===== config.mk =====
export PLATFORM = sky130hd
export DESIGN_NAME = hcb_hist_ram
export DESIGN_NICKNAME = d
export VERILOG_FILES = /design/src/hdl/hcb_pkg.sv /design/src/hdl/hcb_hist_ram.sv
export SDC_FILE = /design/constraint.sdc
export NUM_CORES = 2
export LEC_CHECK = 0
export ABC_AREA = 1
export CAP_MARGIN = 20
export CORE_MARGIN = 3
export CORE_UTILIZATION = 35
export DETAILED_ROUTE_END_ITERATION = 12
export DONT_BUFFER_PORTS = 1
export HOLD_SLACK_MARGIN = 0.05
export PLACE_DENSITY_LB_ADDON = 0.05
export SLEW_MARGIN = 20
export SYNTH_ARGS = -nofsm -noshare
export SYNTH_HDL_FRONTEND = slang
export SYNTH_SLANG_ARGS = --single-unit

===== constraint.sdc =====
create_clock -name clock -period 3.25 [get_ports clock]
set_clock_uncertainty 0.15 [all_clocks]
set_input_delay 0.65 -clock clock [delete_from_list [all_inputs] [get_ports clock]]
set_output_delay 0.65 -clock clock [all_outputs]
set_load 0.005 [all_outputs]

===== src/hdl/hcb_pkg.sv =====
// hcb_pkg: shared types and constants for the huffman code builder / encoder
// no dependencies
package hcb_pkg;

   localparam int Symbols = 256;
   localparam int SymW = 8;
   localparam int CountW = 16;
   localparam int MaxCodeLen = 24;
   localparam int Nodes = 2 * Symbols - 1;
   localparam int NodeW = 9;
   localparam int LenW = 5;

   localparam logic [1:0] FUNC_CLEAR = 2'd0;
   localparam logic [1:0] FUNC_COUNT = 2'd1;
   localparam logic [1:0] FUNC_BUILD = 2'd2;
   localparam logic [1:0] FUNC_ENCODE = 2'd3;

   localparam logic [1:0] ST_OK = 2'd0;
   localparam logic [1:0] ST_ABSENT = 2'd1;
   localparam logic [1:0] ST_OVERFLOW = 2'd2;
   localparam logic [1:0] ST_NOT_BUILT = 2'd3;

   typedef struct packed {
      logic [1:0] func;
      logic [7:0] symbol;
   } req_type;

   typedef struct packed {
      logic [23:0] code_bits;
      logic [4:0]  code_length;
      logic [1:0]  status;
   } rsp_type;

   // handshake between the command controller and the build sequencer
   typedef struct packed {
      logic start;
   } bld_ctl_type;

   typedef struct packed {
      logic       done;
      logic [1:0] status;
   } bld_sts_type;

endpackage


===== src/hdl/hcb_hist_ram.sv =====
// hcb_hist_ram: 256 x 16 histogram memory, one write and one registered read port
// depends on hcb_pkg
module hcb_hist_ram (
   input  logic                         clock,
   input  logic                         wr_en,
   input  logic [hcb_pkg::SymW-1:0]     wr_addr,
   input  logic [hcb_pkg::CountW-1:0]   wr_data,
   input  logic [hcb_pkg::SymW-1:0]     rd_addr,
   output logic [hcb_pkg::CountW-1:0]   rd_data
);
   logic [hcb_pkg::CountW-1:0] mem [hcb_pkg::Symbols];

   always_ff @(posedge clock) begin
      if (wr_en) begin
         mem[wr_addr] <= wr_data;
      end
      rd_data <= mem[rd_addr];
   end
endmodule


Yosys cells after proc, flatten, opt, wreduce, memory -nomap -nowiden
Memory sizes are Yosys's and may differ from the RTL's. A register that Yosys moved wholly into a read port is not among the register bits.
Cells that the tools add are included.
Widths: inputs -> output; s select.

word-level totals
  bits in registers = 0
  RAM bits = 4096
  input port bits = 34
  output and inout bits = 16
  word-level logic and storage cells = 3
  memories kept = 1

operators by class
  multiplexer cells = 2

memories
  memory  depth  width  read ports  clocked after Yosys merged registers in  wr ports  RTL line            source
  mem     256    16     1           1                                        1         hcb_hist_ram.sv:11  logic [hcb_pkg::CountW-1:0] mem [hcb_pkg::Symbols];

operators by type and width
  operator  count
  $mux 1    2

Depth between registers and ports, before layout
  depth after elaboration = 2
  mapped depth = 15
  gate-level depth less buffers = 11

Worst setup path after synthesis
No wires, ideal clock.

  path kind = input port to flip-flop
  from = input wr_en
  to = memory mem[162][0] (netlist name), enable pin
  library setup time = 0.388 ns
  data arrival time = 2.102 ns
  data required time = 2.712 ns
  setup slack = 0.610 ns
  stages on the path = 4
  buffers on the path = 2
  path through = clkbuf_1 > nand3_1 > clkbuf_1 > nor2_1

between the ends
  cells in the longest elaborated chain, start to end = 2

ends and longest elaborated chain
  element                       RTL line            source
  start, declared               hcb_hist_ram.sv:5   input logic wr_en,
  $mux 1                        hcb_hist_ram.sv:14  if (wr_en) begin
  $mux 1 (not written as such)  hcb_hist_ram.sv:15  mem[wr_addr] <= wr_data;
  end, declared                 hcb_hist_ram.sv:11

Every way passes these cells.

==> flow_metrics.tcl <==
set metrics [dict create \
    dpl_cell_area_um2 179000 \
    final_util_pct 41.4 \
    synthCells 13617 \
    synth_area_um2 166000 \
    fin_tns_setup_ps -1300 \
    htreeDepth 5 \
    core_um2 471000 \
    design_area_um2 195000 \
    post-place-ws_ps -654 \
    insertion_delay_ps 1020 \
    whs_ps -383 \
    cpMostUsedCell "nand3_1" \
    synthSimpleGateAreaFrac_pct 22.4 \
    setup_ws_ps -403 \
    routed_wl_um 601000 \
    power.switching_mw 27.6 \
    dp_cells 19992 \
    avgRoutedWirePerCell_um 28.7 \
    cp_max_fo 257 \
    synth_compound_gate_area_share_pct 0 \
    outcome "finished, violations left" \
    clock-sinks 4112 \
    min_period_over_period_pct 112 \
    layout-drive-gt1-share_pct 13.0 \
    yosysTopAreaCellShare_pct 74.2 \
    synth_top_family_by_area "simple AND/OR/NAND/NOR gates" \
    overflow 0 \
    synth_warnings 0 \
    synth_adder_area_share_pct 0 \
    grt_pass1_vias 106907 \
    tightest_slew_ps 1730 \
    cp_top_family "buffers and inverters" \
    final_cell_mix "4195 x nand2_1, 4096 x edfxtp_1, 4034 x nand3_1" \
    seqPwrFrac_pct 49.7 \
    cp.arrival_ps 4380 \
    slew_violations 120 \
    worst_setup_path_start_kind "input port" \
    initial_utilization_pct 35.2 \
    io_pins 50 \
    grt_max_degree 514 \
    placementRows 252 \
    dieWidth_um 694 \
    synthTopCellsByArea "edfxtp_1 74%, nand3_1 12%, nand2_1 9.5%" \
    clk_pin_slew_ps 60 \
    setup_viol 8 \
    min_path_type "in2reg" \
    fp.dieH_um 694 \
    slew-limit-headroom_pct -15.3 \
    ant_nets 0 \
    synth_fp_nets 13651 \
    ys_seq_elements 4112 \
    drcViolationCount 0 \
    synth_cell_types 15 \
    drtIter0Drc 13577 \
    via_count 111212 \
    vias_per_cell 5.31 \
    fmax_ghz 0.274 \
    power_mw 118 \
    final_hold_viol_count 304 \
    crit_type "in2reg" \
    gp_congestion 0.823 \
    layout_min_cycle_time_ps 3650 \
    endpoint_kind "flop" \
    power.share.clock_pct 43.6 \
    die-area_um2 482000 \
    internal_power_mw 90.4 \
    power_frac_comb_pct 6.7 \
    syn_area_per_cell_um2 12.2 \
    slowest_delay_ps 550 \
    power_switching_share_pct 23.4 \
    power_leakage_nw 68.7 \
    yosysTopAreaCell "edfxtp_1" \
    syn_to_final_growth_pct 17.7 \
    nets 14326 \
    drv_cap 0 \
    port_buffers 0 \
    cp_slowest_cell "dlygate4sd3_1" \
    peakVddDrop_mv 0.511 \
    cts_root_buffer "clkbuf_16" \
    violations "hold timing, slew limit, setup timing" \
    path_buf_inv 5 \
    firstDrtPassIters 6 \
    dp_hpwl_um 328000 \
    cp.required_ps 3980 \
    grt_usage_pct 23.9 \
    synthMuxAreaShare_pct 0 \
    grt_pass1_wl_um 830000 \
    rsz0062_at_grt "false" \
    grt_antenna_before_repair 38 \
    clockBufferDepth 4 \
    synth_xor_xnor_area_share_pct 0 \
    final_common_cell "nand2_1" \
    power.density_nw_per_um2 605 \
    ys_seq_area_share_pct 74.4 \
    cts-buffers-inserted 460 \
    path_cells "inv_8, buf_12, buf_12, buf_4, nand3_1, nand3_1, nand3_1, nand3_1, nand2_1, nand2_1, dlygate4sd3_1, nand2_1" \
    cts_tree "built" \
    final_cells 20927 \
]
[power groups by stage]
stage | sequential, mW | clock [mW] | combinational (mW)
6_report | 58.7 | 51.4 | 7.96
5_1_grt | 58.6 | 54.7 | 8.54
4_1_cts | 58.6 | 52.6 | 6.94
3_5_place_dp | 59.7 | 0 | 6.60
3_3_place_gp | 59.8 | 0 | 6.62
2_1_floorplan | 59.6 | 0 | 3.61
[cells in the mapped netlist (all sizes together)]
cell type	number
edfxtp	4096
nand2	4211
clkbuf	154
dfxtp	16
buf	783
nand3	4035
nor2	283
inv	39
[cell type report]
type                       instances  area (um^2)
fill                           44017       276000
clock buffer                     583        12300
timing repair buffer            1150        11600
sequential                      4112       123000
tap                             6223         7790
multi-input combinational       8529        37400
clock inverter                   274         2460
inverter                          39          199
antenna                           17         42.5
[cell families after synthesis]
logic type,count (synthesis)
simple gates,8529
flops,4112
buf+inv,976
[state kept, by name (all words and copies together), names as in the netlist]
name     flops
rd_data     16
mem       4096
[worst reg2reg max path: stages, from the launching register on]
cell	delay [ps]
edfxtp_1	350
nand2_1	100
nand3_1	100
nand3_1	180
nand3_1	160
nand3_1	180
buf_4	170
nand3_1	270
nand3_1	300
nand2_1	180
nand2_1	100
dlygate4sd3_1	550
nand2_1	60
[metal layers]
layer	GRT usage [%]	share of wire, %
met1	35.5	46
met2	36.9	45
met3	3.65	7.0
met4	5.30	2.4
met5	0	0.0058
[worst paths after layout]
kind                                        startpoint                endpoint  slack, ps  cells after the start
worst max-delay path                        rd_addr[3]     rd_data[12]$_DFF_P_       -400                     12
worst min-delay path                       wr_data[13]  mem[119][13]$_DFFE_PP_       -380                      0
worst max register to register  mem[128][10]$_DFFE_PP_     rd_data[10]$_DFF_P_        310                     12
worst min register to register    mem[24][7]$_DFFE_PP_      rd_data[7]$_DFF_P_        830                     10
[timing repair]
item | CTS | global route
setup endpoints to repair | 0 | 15
setup buffers | 0 | 0
hold endpoints to repair | 3775 | 2266
gates resized for setup | 0 | 1
hold buffers | 23 | 27
Note: power is estimated with default switching activity, not from simulation.
